`config.mk`:
```
export PLATFORM = sky130hd
export DESIGN_NAME = ntc_lookup_and_sensor_fusion_core
export DESIGN_NICKNAME = d
export VERILOG_FILES = /design/src/hw/rtl/ntclsf_pkg.sv /design/src/hw/rtl/ntc_lookup_and_sensor_fusion_core.sv
export VERILOG_INCLUDE_DIRS = /design/src /design/src/hw/rtl
export SDC_FILE = /design/constraint.sdc
export NUM_CORES = 2
export LEC_CHECK = 0
export BUFFER_PORTS_ARGS = -buffer_cell sky130_fd_sc_hd__buf_2
export CORE_ASPECT_RATIO = 1.5
export CORE_MARGIN = 5
export CORE_UTILIZATION = 45
export CTS_CLUSTER_SIZE = 28
export DETAILED_ROUTE_END_ITERATION = 10
export MAX_ROUTING_LAYER = met4
export PLACE_DENSITY = 0.68
export SYNTH_ARGS = -nofsm -noshare
export SYNTH_HDL_FRONTEND = slang
export SYNTH_SLANG_ARGS = --single-unit
```
`constraint.sdc`:
```
create_clock -name clock -period 9.15 [get_ports clock]
set_clock_uncertainty 0.15 [all_clocks]
set_input_delay 1.83 -clock clock [delete_from_list [all_inputs] [get_ports clock]]
set_output_delay 1.83 -clock clock [all_outputs]
set_load 0.05 [all_outputs]
```
`src/hw/rtl/ntc_lookup_and_sensor_fusion_core_macros.svh`:
```
// ----------------------------------------------------------------------------
// ntc lookup and sensor fusion core - assertion macros
// shared concurrent assertion forms, clocked on clock, held off during reset
// ----------------------------------------------------------------------------
`ifndef NTC_LOOKUP_AND_SENSOR_FUSION_CORE_MACROS_SVH
`define NTC_LOOKUP_AND_SENSOR_FUSION_CORE_MACROS_SVH

// same-cycle implication
`define NTCLSF_ASSERT_IMP(lbl, ante, cons, msg) \
   lbl: assert property (@(posedge clock) disable iff (reset) (ante) |-> (cons)) \
      else $error(msg);

// next-cycle implication
`define NTCLSF_ASSERT_NEXT(lbl, ante, cons, msg) \
   lbl: assert property (@(posedge clock) disable iff (reset) (ante) |=> (cons)) \
      else $error(msg);

`endif

```
`src/hw/rtl/ntclsf_pkg.sv`:
```
// ----------------------------------------------------------------------------
// ntclsf_pkg
// types, constants and the thermistor resistance table of the fusion core
// ----------------------------------------------------------------------------
package ntclsf_pkg;

   localparam int TABLE_ENTRIES_DEF  = 106;
   localparam int ADC_FULL_SCALE_DEF = 4096;
   localparam int ROWS_STORED        = 106;

   localparam int ADC_W     = 12;
   localparam int DATA_W    = 16;
   localparam int RES_W     = 12;
   localparam int FRAC_W    = 8;
   localparam int CSR_IDX_W = 8;
   // widest dividend of the resistance division: 3299 * 1000
   localparam int DIV_MIN_W = 22;

   localparam int MV_NUM    = 3300000;
   localparam int MV_DEN    = 1000;
   localparam int SUPPLY_MV = 3300;

   // fusion constants in q8.8
   localparam int NTC_BIAS = 422;
   localparam int HALF_ADJ = 64;
   localparam int THR_AVG  = 281;
   localparam int THR_HALF = 128;
   localparam int THR_045  = 115;
   localparam int THR_025  = 64;

   localparam int              CAL_ROUND  = 2048;
   localparam int              CAL_SHIFT  = 12;
   localparam logic [DATA_W-1:0] GAIN_RESET = 16'h1000;
   localparam int              TEMP_MAX   = 32767;
   localparam int              TEMP_MIN   = -32768;

   typedef enum logic [CSR_IDX_W-1:0] {
      CSR_CAL_GAIN   = 8'd0,
      CSR_CAL_OFFSET = 8'd1
   } csr_index_type;

   typedef enum logic [3:0] {
      S_IDLE,
      S_DIV,
      S_DIV_END,
      S_RD0,
      S_RD1,
      S_WALK,
      S_FUSE,
      S_MUL,
      S_DONE
   } state_type;

   typedef enum logic [1:0] {
      TAG_MV,
      TAG_RES,
      TAG_FRAC
   } div_tag_type;

   // divider resistance in 10 ohm units, row index is degrees
   localparam logic [RES_W-1:0] RES_TABLE [ROWS_STORED] = '{
      12'd3274, 12'd3111, 12'd2957, 12'd2812, 12'd2674, 12'd2545, 12'd2422, 12'd2306,
      12'd2196, 12'd2092, 12'd1993, 12'd1900, 12'd1811, 12'd1728, 12'd1648, 12'd1573,
      12'd1501, 12'd1433, 12'd1369, 12'd1308, 12'd1250, 12'd1194, 12'd1142, 12'd1092,
      12'd1045, 12'd1000, 12'd957,  12'd916,  12'd877,  12'd840,  12'd805,  12'd771,
      12'd739,  12'd709,  12'd679,  12'd652,  12'd625,  12'd600,  12'd576,  12'd553,
      12'd531,  12'd510,  12'd490,  12'd471,  12'd453,  12'd435,  12'd418,  12'd402,
      12'd387,  12'd372,  12'd358,  12'd345,  12'd332,  12'd320,  12'd308,  12'd297,
      12'd286,  12'd276,  12'd266,  12'd256,  12'd247,  12'd238,  12'd230,  12'd222,
      12'd214,  12'd207,  12'd199,  12'd193,  12'd186,  12'd180,  12'd174,  12'd168,
      12'd162,  12'd157,  12'd152,  12'd147,  12'd142,  12'd137,  12'd133,  12'd128,
      12'd124,  12'd120,  12'd116,  12'd113,  12'd109,  12'd106,  12'd102,  12'd99,
      12'd96,   12'd93,   12'd90,   12'd88,   12'd85,   12'd82,   12'd80,   12'd78,
      12'd75,   12'd73,   12'd71,   12'd69,   12'd67,   12'd65,   12'd63,   12'd61,
      12'd59,   12'd58
   };

endpackage

```
`src/hw/rtl/ntc_lookup_and_sensor_fusion_core.sv`:
```
// ----------------------------------------------------------------------------
// ntc_lookup_and_sensor_fusion_core
// thermistor table lookup fused with a digital sensor reading, calibrated
// ----------------------------------------------------------------------------
// flow: millivolts by reciprocal multiply and a check against the supply, then a
//   resistance division, the table walk, a fraction division, fusion and calibration;
//   millivolts at or above the supply skip to fusion, as does a walk with no bracket
// throughput: one item at a time, next item taken the cycle after the result
//   is loaded; set by the shared bit-serial divider and the table walk
// reset: synchronous active high; gain 1.0, offset 0, last source digital
// ----------------------------------------------------------------------------
`include "ntc_lookup_and_sensor_fusion_core_macros.svh"

module ntc_lookup_and_sensor_fusion_core
   import ntclsf_pkg::*;
#(
   parameter int TABLE_ENTRIES  = TABLE_ENTRIES_DEF,
   parameter int ADC_FULL_SCALE = ADC_FULL_SCALE_DEF
) (
   input  logic                  clock,
   input  logic                  reset,
   // input item channel
   input  logic                  req_valid,
   output logic                  req_stall,
   input  logic [DATA_W-1:0]     req_digital_raw,
   input  logic [ADC_W-1:0]      req_adc_sample,
   // result item channel
   output logic                  rsp_valid,
   input  logic                  rsp_stall,
   output logic signed [DATA_W-1:0] rsp_temperature,
   output logic                  rsp_source_is_ntc,
   output logic                  rsp_ntc_in_table,
   // register write channel
   input  logic                  csr_valid,
   output logic                  csr_ready,
   input  logic [CSR_IDX_W-1:0]  csr_index,
   input  logic [DATA_W-1:0]     csr_wdata
);

   // table rows actually walked
   localparam int ROWS     = (TABLE_ENTRIES < ROWS_STORED) ? TABLE_ENTRIES : ROWS_STORED;
   localparam int IDX_W    = $clog2(ROWS);
   // millivolt scale, worked out at elaboration
   localparam int MV_SCALE = MV_NUM / ADC_FULL_SCALE;
   localparam int ADC_MAX  = (1 << ADC_W) - 1;
   localparam int PROD_W   = $clog2(MV_SCALE * ADC_MAX + 1);
   // millivolts by reciprocal multiply, exact for products below 2**PROD_W
   localparam int     RCP_SHIFT = PROD_W + $clog2(MV_DEN);
   localparam longint RCP_MUL   =
      ((longint'(1) <<< RCP_SHIFT) + longint'(MV_DEN) - 1) / longint'(MV_DEN);
   localparam longint MV_MUL    = RCP_MUL * longint'(MV_SCALE);
   localparam int     MV_MUL_W  = $clog2(MV_MUL + 1);
   localparam int     MV_PROD_W = ADC_W + MV_MUL_W;
   // divider width covers the resistance dividend
   localparam int DIV_W    = DIV_MIN_W;
   localparam int CNT_W    = $clog2(DIV_W);
   localparam int LK_W     = IDX_W + FRAC_W;
   localparam int NTC_W    = LK_W + 1;
   localparam int FUSE_W   = DATA_W + 2;
   localparam int MUL_W    = FUSE_W + DATA_W;
   localparam int SUM_W    = MUL_W - CAL_SHIFT + 1;

   localparam logic signed [SUM_W-1:0] SAT_HI = SUM_W'(TEMP_MAX);
   localparam logic signed [SUM_W-1:0] SAT_LO = SUM_W'(TEMP_MIN);

   // control
   state_type                 state_ff, state_in;
   div_tag_type               tag_ff, tag_in;
   logic                      last_source_ff, last_source_in;
   logic                      rsp_valid_ff, rsp_valid_in;
   logic [DATA_W-1:0]         gain_ff, offset_ff;

   // datapath
   logic [DATA_W-1:0]         dig_ff, dig_in;
   logic [DIV_W-1:0]          num_ff, num_in;
   logic [RES_W-1:0]          rem_ff, rem_in;
   logic [RES_W-1:0]          den_ff, den_in;
   logic [CNT_W-1:0]          cnt_ff, cnt_in;
   logic [DIV_W-1:0]          r_ff, r_in;
   logic [RES_W-1:0]          hi_ff, hi_in;
   logic [IDX_W-1:0]          idx_ff, idx_in;
   logic [LK_W-1:0]           lookup_ff, lookup_in;
   logic                      hit_ff, hit_in;
   logic signed [FUSE_W-1:0]  fused_ff, fused_in;
   logic signed [MUL_W-1:0]   mul_ff, mul_in;
   logic [RES_W-1:0]          rom_data_ff;
   logic signed [DATA_W-1:0]  rsp_temp_ff, rsp_temp_in;
   logic                      rsp_src_ff, rsp_src_in;
   logic                      rsp_hit_ff, rsp_hit_in;

   // combinational helpers
   logic                      req_fire;
   logic                      out_free;
   logic [MV_PROD_W-1:0]      mv_prod;
   logic [RES_W:0]            div_trial;
   logic [RES_W:0]            div_diff;
   logic                      div_ge;
   logic [IDX_W:0]            rom_addr_raw;
   logic [IDX_W-1:0]          rom_addr;
   logic                      in_bracket;
   logic                      walk_last;
   logic                      mv_over;
   logic [RES_W-1:0]          mv;
   logic [NTC_W-1:0]          ntc;
   logic signed [FUSE_W-1:0]  dig_s, ntc_s, d_up, d_dn, avg_s;
   logic signed [MUL_W-1:0]   rnd_s;
   logic signed [SUM_W-1:0]   sum_s;
   logic signed [DATA_W-1:0]  sat_s;

   assign req_stall         = (state_ff != S_IDLE);
   assign req_fire          = req_valid && !req_stall;
   assign out_free          = !rsp_valid_ff || !rsp_stall;
   assign csr_ready         = 1'b1;
   assign rsp_valid         = rsp_valid_ff;
   assign rsp_temperature   = rsp_temp_ff;
   assign rsp_source_is_ntc = rsp_src_ff;
   assign rsp_ntc_in_table  = rsp_hit_ff;

   // adc times scale times the reciprocal of 1000, quotient in the top bits
   assign mv_prod = MV_PROD_W'(req_adc_sample) * MV_PROD_W'(MV_MUL);

   // one restoring step of the shared divider
   assign div_trial = {rem_ff, num_ff[DIV_W-1]};
   assign div_diff  = div_trial - {1'b0, den_ff};
   assign div_ge    = (div_trial >= {1'b0, den_ff});

   // millivolt check on the first quotient
   assign mv_over = (num_ff >= DIV_W'(SUPPLY_MV));
   assign mv      = num_ff[RES_W-1:0];

   // table walk: hi_ff is row idx, rom_data_ff is row idx+1
   assign in_bracket = (r_ff <= DIV_W'(hi_ff)) && (r_ff > DIV_W'(rom_data_ff));
   assign walk_last  = (idx_ff == IDX_W'(ROWS - 2));

   always_comb begin
      case (state_ff)
         S_RD1:   rom_addr_raw = (IDX_W + 1)'(1);
         S_WALK:  rom_addr_raw = {1'b0, idx_ff} + (IDX_W + 1)'(2);
         default: rom_addr_raw = '0;
      endcase
   end

   // addresses past the last row are never used, park them on row zero
   assign rom_addr = (rom_addr_raw < (IDX_W + 1)'(ROWS)) ? rom_addr_raw[IDX_W-1:0] : '0;

   // table rom, registered read
   always_ff @(posedge clock) begin
      rom_data_ff <= RES_TABLE[rom_addr];
   end

   // fusion arithmetic, all readings non-negative
   assign ntc   = NTC_W'(lookup_ff) + NTC_W'(NTC_BIAS);
   assign dig_s = signed'(FUSE_W'(dig_ff));
   assign ntc_s = signed'(FUSE_W'(ntc));
   assign d_up  = ntc_s - dig_s;
   assign d_dn  = dig_s - ntc_s;
   assign avg_s = (dig_s + ntc_s) >>> 1;

   // calibration: round to nearest, ties up, then offset and saturate
   assign rnd_s = (mul_ff + signed'(MUL_W'(CAL_ROUND))) >>> CAL_SHIFT;
   assign sum_s = SUM_W'(rnd_s) + SUM_W'(signed'(offset_ff));

   always_comb begin
      if (sum_s > SAT_HI) begin
         sat_s = DATA_W'(TEMP_MAX);
      end else if (sum_s < SAT_LO) begin
         sat_s = DATA_W'(TEMP_MIN);
      end else begin
         sat_s = sum_s[DATA_W-1:0];
      end
   end

   // next state
   always_comb begin
      state_in = state_ff;
      case (state_ff)
         S_IDLE: begin
            if (req_fire) state_in = S_DIV_END;
         end
         S_DIV: begin
            if (cnt_ff == '0) state_in = S_DIV_END;
         end
         S_DIV_END: begin
            case (tag_ff)
               TAG_MV:   state_in = mv_over ? S_FUSE : S_DIV;
               TAG_RES:  state_in = S_RD0;
               TAG_FRAC: state_in = S_FUSE;
               default:  state_in = S_FUSE;
            endcase
         end
         S_RD0:  state_in = S_RD1;
         S_RD1:  state_in = S_WALK;
         S_WALK: begin
            if (in_bracket) begin
               state_in = S_DIV;
            end else if (walk_last) begin
               state_in = S_FUSE;
            end
         end
         S_FUSE: state_in = S_MUL;
         S_MUL:  state_in = S_DONE;
         S_DONE: begin
            if (out_free) state_in = S_IDLE;
         end
         default: state_in = S_IDLE;
      endcase
   end

   // datapath next values
   always_comb begin
      dig_in         = dig_ff;
      num_in         = num_ff;
      rem_in         = rem_ff;
      den_in         = den_ff;
      cnt_in         = cnt_ff;
      tag_in         = tag_ff;
      r_in           = r_ff;
      hi_in          = hi_ff;
      idx_in         = idx_ff;
      lookup_in      = lookup_ff;
      hit_in         = hit_ff;
      fused_in       = fused_ff;
      mul_in         = mul_ff;
      last_source_in = last_source_ff;
      rsp_valid_in   = rsp_valid_ff && rsp_stall;
      rsp_temp_in    = rsp_temp_ff;
      rsp_src_in     = rsp_src_ff;
      rsp_hit_in     = rsp_hit_ff;
      case (state_ff)
         S_IDLE: begin
            if (req_fire) begin
               // millivolts = scale * adc / 1000, by reciprocal multiply
               dig_in    = req_digital_raw;
               num_in    = DIV_W'(mv_prod[MV_PROD_W-1:RCP_SHIFT]);
               tag_in    = TAG_MV;
               hit_in    = 1'b0;
               lookup_in = '0;
            end
         end
         S_DIV: begin
            rem_in = div_ge ? div_diff[RES_W-1:0] : div_trial[RES_W-1:0];
            num_in = {num_ff[DIV_W-2:0], div_ge};
            cnt_in = cnt_ff - CNT_W'(1);
         end
         S_DIV_END: begin
            case (tag_ff)
               TAG_MV: begin
                  if (!mv_over) begin
                     // resistance = mv * 1000 / (3300 - mv)
                     num_in = DIV_W'(mv) * DIV_W'(MV_DEN);
                     den_in = RES_W'(SUPPLY_MV) - mv;
                     rem_in = '0;
                     cnt_in = CNT_W'(DIV_W - 1);
                     tag_in = TAG_RES;
                  end
               end
               TAG_RES: begin
                  r_in   = num_ff;
                  idx_in = '0;
               end
               TAG_FRAC: begin
                  lookup_in = {idx_ff, num_ff[FRAC_W-1:0]};
                  hit_in    = 1'b1;
               end
               default: begin
                  hit_in = 1'b0;
               end
            endcase
         end
         S_RD0: begin
            idx_in = '0;
         end
         S_RD1: begin
            hi_in = rom_data_ff;
         end
         S_WALK: begin
            if (in_bracket) begin
               // fraction = 256 * (hi - r) / (hi - lo), r fits the row width here
               num_in = DIV_W'({hi_ff - r_ff[RES_W-1:0], {FRAC_W{1'b0}}});
               den_in = hi_ff - rom_data_ff;
               rem_in = '0;
               cnt_in = CNT_W'(DIV_W - 1);
               tag_in = TAG_FRAC;
            end else if (!walk_last) begin
               idx_in = idx_ff + IDX_W'(1);
               hi_in  = rom_data_ff;
            end
         end
         S_FUSE: begin
            if (d_up > 0) begin
               if (d_up > FUSE_W'(THR_AVG)) begin
                  // far above: average, source kept
                  fused_in = avg_s;
               end else if (d_up > FUSE_W'(THR_HALF)) begin
                  fused_in       = ntc_s;
                  last_source_in = 1'b1;
               end else begin
                  fused_in       = dig_s;
                  last_source_in = 1'b0;
               end
            end else if (d_dn > 0) begin
               if (d_dn > FUSE_W'(THR_HALF)) begin
                  fused_in       = ntc_s;
                  last_source_in = 1'b1;
               end else if ((d_dn > FUSE_W'(THR_045)) && (d_dn < FUSE_W'(THR_HALF))) begin
                  fused_in       = ntc_s + FUSE_W'(HALF_ADJ);
                  last_source_in = 1'b1;
               end else if ((d_dn > FUSE_W'(THR_025)) && (d_dn <= FUSE_W'(THR_045))) begin
                  fused_in       = dig_s - FUSE_W'(HALF_ADJ);
                  last_source_in = 1'b0;
               end else begin
                  // small gap, or exactly half a degree below
                  fused_in       = dig_s;
                  last_source_in = 1'b0;
               end
            end else begin
               fused_in       = dig_s;
               last_source_in = 1'b0;
            end
         end
         S_MUL: begin
            mul_in = fused_ff * signed'(gain_ff);
         end
         S_DONE: begin
            if (out_free) begin
               rsp_valid_in = 1'b1;
               rsp_temp_in  = sat_s;
               rsp_src_in   = last_source_ff;
               rsp_hit_in   = hit_ff;
            end
         end
         default: begin
            rsp_valid_in = rsp_valid_ff && rsp_stall;
         end
      endcase
   end

   // control registers
   always_ff @(posedge clock) begin
      if (reset) begin
         state_ff       <= S_IDLE;
         rsp_valid_ff   <= 1'b0;
         last_source_ff <= 1'b0;
         gain_ff        <= GAIN_RESET;
         offset_ff      <= '0;
      end else begin
         state_ff       <= state_in;
         rsp_valid_ff   <= rsp_valid_in;
         last_source_ff <= last_source_in;
         if (csr_valid && csr_ready) begin
            if (csr_index == CSR_CAL_GAIN) begin
               gain_ff <= csr_wdata;
            end else if (csr_index == CSR_CAL_OFFSET) begin
               offset_ff <= csr_wdata;
            end
         end
      end
   end

   // payload registers
   always_ff @(posedge clock) begin
      dig_ff      <= dig_in;
      num_ff      <= num_in;
      rem_ff      <= rem_in;
      den_ff      <= den_in;
      cnt_ff      <= cnt_in;
      tag_ff      <= tag_in;
      r_ff        <= r_in;
      hi_ff       <= hi_in;
      idx_ff      <= idx_in;
      lookup_ff   <= lookup_in;
      hit_ff      <= hit_in;
      fused_ff    <= fused_in;
      mul_ff      <= mul_in;
      rsp_temp_ff <= rsp_temp_in;
      rsp_src_ff  <= rsp_src_in;
      rsp_hit_ff  <= rsp_hit_in;
   end

   // checks
   `NTCLSF_ASSERT_NEXT(a_accept_starts_mv, req_fire, (state_ff == S_DIV_END) && (tag_ff == TAG_MV), "no mv check")
   `NTCLSF_ASSERT_NEXT(a_div_ends, (state_ff == S_DIV) && (cnt_ff == '0), state_ff == S_DIV_END, "divider overran its step count")
   `NTCLSF_ASSERT_IMP(a_frac_narrow, (state_ff == S_DIV_END) && (tag_ff == TAG_FRAC), num_ff[DIV_W-1:FRAC_W] == '0, "interpolation fraction wider than eight bits")
   `NTCLSF_ASSERT_IMP(a_walk_in_range, state_ff == S_WALK, idx_ff <= IDX_W'(ROWS - 2), "table walk past last bracket")
   `NTCLSF_ASSERT_NEXT(a_result_loaded, (state_ff == S_DONE) && out_free, rsp_valid_ff && (state_ff == S_IDLE), "result not loaded on completion")

endmodule

```
Word-level counts from Yosys, hierarchy flattened
Memory sizes are Yosys's and may differ from the RTL's. A register that Yosys moved wholly into a read port is not among the register bits.
Index checks and enable logic that the tools add are counted.
{"block": "totals", "register_bits": 234, "mem_bits_rw": 0, "rom_bits": 1536, "latchBits": 0, "input_bits": 57, "mem_count": 1, "output_inout_bits": 21, "word_cells": 182}
{"memory": "(no name shown)", "words": 128, "width": 12, "rd": 1, "rd_ports_with_merged_regs": 1, "write_ports": 0, "line_no": "ntc_lookup_and_sensor_fusion_core.sv:148", "source": "rom_data_ff <= RES_TABLE[rom_addr];"}
{"block": "classes", "add_sub_neg": 15, "reduce_logical": 37, "n_eq_ne": 25, "n_mul": 3, "bitwise_logic": 2, "div_mod_pow": 0, "order_cmp": 16, "n_mux": 62, "n_shift": 0}
{"op": "$mux 12", "count": 9}
{"op": "$mux 18", "count": 5}
{"op": "$mux 22", "count": 4}
{"op": "$pmux 22 s4", "count": 1}
{"op": "$mux 16", "count": 3}
{"op": "$pmux 12 s2", "count": 2}
{"op": "$mul 12x29->41 const B", "count": 1}
{"op": "$pmux 12 s3", "count": 1}
{"op": "$pmux 4 s9", "count": 1}
{"op": "$sub 12x12->12", "count": 3}
{"op": "$add 34x13->34 const B", "count": 1}
{"op": "$gt 17x1->1 const B", "count": 2}
{"op": "$gt 17x8->1 const B", "count": 2}
{"op": "$gt 17x9->1 const B", "count": 2}
{"op": "$mul 18x16->34", "count": 1}
{"op": "$sub 16x16->17", "count": 2}
{"op": "$mux 15", "count": 2}
{"op": "$pmux 15 s2", "count": 1}
{"op": "$mux 7", "count": 4}
{"op": "$add 22x16->23", "count": 1}
{"op": "$gt 23x16->1 const B", "count": 1}
{"op": "$lt 23x16->1 const B", "count": 1}
{"op": "$ge 22x12->1 const B", "count": 1}
{"op": "$gt 22x12->1", "count": 1}
{"op": "other kinds (54)", "count": 108}

Logic depth before layout (Yosys ltp)
{"block": "depth", "word_depth": 9, "mapped_depth": 27, "depth_no_buf": 26}

Worst setup path after synthesis
No wires, ideal clock.
{"block": "synth_path", "kind": "in2reg", "from": "input req_adc_sample[9]", "to": "register num_ff[10], data pin", "setup_time_ns": 0.265, "setup_slack_ns": 1.752, "t_arrival_ns": 6.983, "path_buffers": 0, "required_ns": 8.735, "path_stages": 20, "cell_sequence": "fa_1 inv_1 fa_1 fa_1 inv_1 fa_1 fa_1 ha_1 a21o_1 a21oi_1 o21ai_0 and3_1 o31a_1 o2111ai_1 a211oi_1 o21a_1 o21a_1 nor2_1 nor4b_1 or3_1"}
{"block": "synth_between", "elab_chain_cells": 3}
{"item": "start: declaration", "line_no": "ntc_lookup_and_sensor_fusion_core.sv:26", "source": "input logic [ADC_W-1:0] req_adc_sample,"}
{"item": "$mul 12x29->41", "line_no": "ntc_lookup_and_sensor_fusion_core.sv:120", "source": "assign mv_prod = MV_PROD_W'(req_adc_sample) * MV_PROD_W'(MV_MUL);"}
{"item": "$mux 22", "line_no": "ntc_lookup_and_sensor_fusion_core.sv:231", "source": "if (req_fire) begin"}
{"item": "$pmux 22 s4", "line_no": "ntc_lookup_and_sensor_fusion_core.sv:229", "source": "case (state_ff)"}
{"item": "net num_in[10]", "line_no": "ntc_lookup_and_sensor_fusion_core.sv:75", "source": "logic [DIV_W-1:0] num_ff, num_in;"}
{"item": "end signal: assignment", "line_no": "ntc_lookup_and_sensor_fusion_core.sv:363", "source": "num_ff <= num_in;"}
{"item": "end: declaration", "line_no": "ntc_lookup_and_sensor_fusion_core.sv:75"}
The timed path passes the listed nets, and every way through them passes these cells. The select of a mux whose other input is x is not followed.
A chain may end at the register's enable or synchronous reset.

Final worst setup path
{"block": "layout_path", "from": "register gain_ff[2]", "to": "register mul_ff[28], data pin"}
{"block": "layout_between", "elab_chain_cells": 1}
{"item": "start: declaration", "line_no": "ntc_lookup_and_sensor_fusion_core.sv:71", "source": "logic [DATA_W-1:0] gain_ff, offset_ff;"}
{"item": "start signal: assignment", "line_no": "ntc_lookup_and_sensor_fusion_core.sv:352", "source": "gain_ff <= csr_wdata;"}
{"item": "$mul 18x16->34", "line_no": "ntc_lookup_and_sensor_fusion_core.sv:322", "source": "mul_in = fused_ff * signed'(gain_ff);"}
{"item": "end signal: assignment", "line_no": "ntc_lookup_and_sensor_fusion_core.sv:374", "source": "mul_ff <= mul_in;"}
{"item": "end: declaration", "line_no": "ntc_lookup_and_sensor_fusion_core.sv:85", "source": "logic signed [MUL_W-1:0] mul_ff, mul_in;"}
Every way passes these cells.

==> reports/metrics.yaml <==
post-synth-top-count-cell: "inv_1"
row_count: 125
grt_util_all_layers_pct: 23.35
power_density_mw_per_mm2: 367.2
synth_cell_type_count: 106
syn-cell-area_mm2: 0.03481
drive_gt1_share_pct: 5.948
synth_top_area_share_pct: 24.33
critPathMostFrequentCell: "fa_1"
yosys.area_share.simple_pct: 14.09
synthMuxAreaShare_pct: 1.506
grt_max_degree: 44
drt-pass1-iter-count: 5
die_x_um: 237.1
required_ps: 9300
multi_input_area_mm2: 0.02515
num_vias: 26850
status: "finished, final reports clean"
worstHoldPathCells: 0
ys_warn_count: 0
r2r_cells: 23
gp_congestion: 0.9644
yosys-top-cells-area: "fa_1 24%, edfxtp_1 16%, ha_1 15%"
die-area_mm2: 0.08313
wl_met1_mm: 34.37
cp.arrival_ps: 7770
post_cts_buffers: 0
ys_ff_latch: 235
p_leak_nw: 17.40
wl_per_cell_um: 19.49
async_reset_ff_share_pct: 0
totalWireLength_mm: 94.51
worst_pin_slew_ps: 1134
cts_root_buf: "clkbuf_16"
hp-start: "rom_data_ff[9]$_SDFF_PP0_"
drt.antenna.violating_nets: 0
reg2reg_from: "gain_ff[2]$_SDFFE_PP0P_"
slowest_delay_ps: 870
yosys_most_used_dff: "edfxtp_1"
cts.sinks: 235
hold_class: "reg2reg"
grt_pass1_vias: 28580
syn_inst: 3801
dr_wl_met2_mm: 50.84
io_buffers: 76
path_clk_slew_ps: 70
finalSetupViolations: 0
irDropWorstVdd_mv: 0.5663
synthToLayoutAreaGrowth_pct: 6.733
rsz0062_at_grt: "false"
synth.largest_area_cell: "fa_1"
vias_per_cell: 5.537
ctsHoldBuffers: 0
ys_seq_area_share_pct: 18.84
fmax_mhz: 131.2
maxSlewViolCount: 0
hpwl_mm: 77.22
critPathTopFamily: "adder cells"
dp_slack_ps: 1077
dr_wl_met3_mm: 3.278
synth-xor-area-share_pct: 4.673
ff2ff_setup_slack_ps: 1530
antenna_found_initial: 0
stdcell_area_mm2: 0.03715
tns_ps: 0
synth_fa_ha_area_share_pct: 38.96
critPathKind: "reg2reg"
regArea_mm2: 0.006556
maxCapViolCount: 0
fin_crit_ps: 7621
design.core.area_mm2: 0.07711
drc_errors: 0
fill_cells: 7289
rr_endpoint: "mul_ff[28]$_DFFE_PP_"
numCtsBuffers: 26
cts_resized: 0
htree_levels: 1
cp_max_fo: 19
die_h_um: 350.6
top_layer: "met4"
grt_pass1_wl_mm: 151.4
cp_slowest_cell: "dfxtp_1"
cp_cell_sequence: "nand2_1 -> fa_1 -> fa_1 -> fa_1 -> fa_1 -> inv_1 -> fa_1 -> inv_1 -> fa_1 -> inv_1 -> ha_1 -> nand4_1 -> o221ai_1 -> a21oi_1 -> a21oi_1 -> o211a_1 -> a221o_1 -> a31oi_1 -> o21bai_1 -> a21o_1 -> a21oi_1 -> o21bai_1 -> xor2_1"
stdcell_count: 4849
grt_overflow: 0
cp-end-kind: "register"
slew_headroom_pct: 24.34
syn_nets: 4688
initial_utilization_pct: 45.14
finalCritPeriodShare_pct: 83.29
placed_cells: 4801
hold_violations: 0
drt-initial-drc-count: 1706
critPathBufInv: 3
start_kind: "register"
synth_top_family_by_area: "adder cells"
synth_edf_count: 185
clock_path_buffers: 3
n_antenna_cell: 0
holdPathEnd: "hi_ff[9]$_DFFE_PP_"
tritoncts: "done"
ios: 78
synthTopCellsByCount: "695 x inv_1, 423 x fa_1, 407 x ha_1"
synth_compound_area_share_pct: 12.90
place_area_mm2: 0.03627
insertion_delay_ps: 570
fin_ws_ps: 1529
synth.avg_cell_area_um2: 9.157
nets: 4700
-- per-stage QoR --
stage               utilization (%)  total power, W  hold WS, ps
floorplan                         -        0.009885        250.3
global placement              47.03         0.01232        265.3
detailed placement            47.03         0.01246        271.7
CTS                           48.18         0.01364        284.9
global route                  48.18         0.01504        300.9
finish                        48.18         0.01364        285.1
-- layout make-up --
type	instances	area share, %
inverter	699	7.069
multi-input combinational	2738	67.71
sequential	235	17.65
tap	1016	3.422
clock inverter	19	0.5153
timing repair buffer	113	1.772
clock buffer	29	1.866
-- cells by family after synthesis --
kind of cell,Yosys count
compound gates,675
xor+xnor,181
fa+ha+maj,830
buf+inv,828
flops,235
mux,52
other cells,1
simple gates,999
-- layer usage --
metal | vias to the layer above | global-route usage [%]
met2 | 796 | 44.19
met5 | - | -
met4 | 0 | 11.81
met1 | 13160 | 24.18
met3 | 314 | 1.746
li1 | 12580 | -
-- power by group --
part | internal, W | leakage [nW] | switching, W | total, W
Clock | 0.000615 | 0.433 | 0.000486 | 0.00110
Sequential | 0.00168 | 2.12 | 0.000393 | 0.00208
Combinational | 0.00436 | 14.8 | 0.00610 | 0.0105
Total | 0.00666 | 17.4 | 0.00698 | 0.0136
-- registers in the layout (all words and copies together) (netlist names), 15 cells and up --
register / count
gain_ff: 16
offset_ff: 16
fused_ff: 18
num_ff: 22
dig_ff: 16
lookup_ff: 15
r_ff: 22
rsp_temperature: 16
mul_ff: 23
-- cells in the final DEF, fill, tap and decap left out, types with 8 or more instances in the layout --
cell,n
edfxtp_1,185
nand2b_1,29
nor3_1,45
o21ai_0,159
fa_1,423
o21bai_1,22
a31oi_1,26
nor2_1,237
or3_1,9
xnor2_1,122
nand4_1,28
xor2_1,55
buf_4,37
a21oi_1,154
ha_1,407
o21a_1,22
o311ai_0,8
o21ai_1,13
a21o_1,39
o31ai_1,21
and3_1,27
o221ai_1,10
nor2b_1,29
o211ai_1,15
nor4_1,21
a221oi_1,12
a221o_1,8
dfxtp_1,50
buf_2,76
nand3_1,53
clkbuf_16,27
or2_2,17
o22ai_1,12
inv_1,695
a22oi_1,16
nand2_1,298
mux2i_1,49
a21boi_0,12
a211oi_1,31
and2_1,156
-- how the worst max path moves through the flow --
| stage | startpoint | end | slack, ps | cells past startpoint |
|---|---|---|---|---|
| global placement | req_adc_sample[9] | num_ff[10]$_DFFE_PP_ | 1090 | 21 |
| CTS | fused_ff[5]$_DFFE_PP_ | mul_ff[28]$_DFFE_PP_ | 1490 | 24 |
| detailed placement | req_adc_sample[9] | num_ff[10]$_DFFE_PP_ | 1080 | 21 |
| finish | gain_ff[2]$_SDFFE_PP0P_ | mul_ff[28]$_DFFE_PP_ | 1530 | 23 |
| floorplan | req_adc_sample[9] | num_ff[10]$_DFFE_PP_ | 1750 | 20 |
| global route | gain_ff[2]$_SDFFE_PP0P_ | mul_ff[33]$_DFFE_PP_ | 1130 | 23 |
Power figures use the tool's default switching activity.
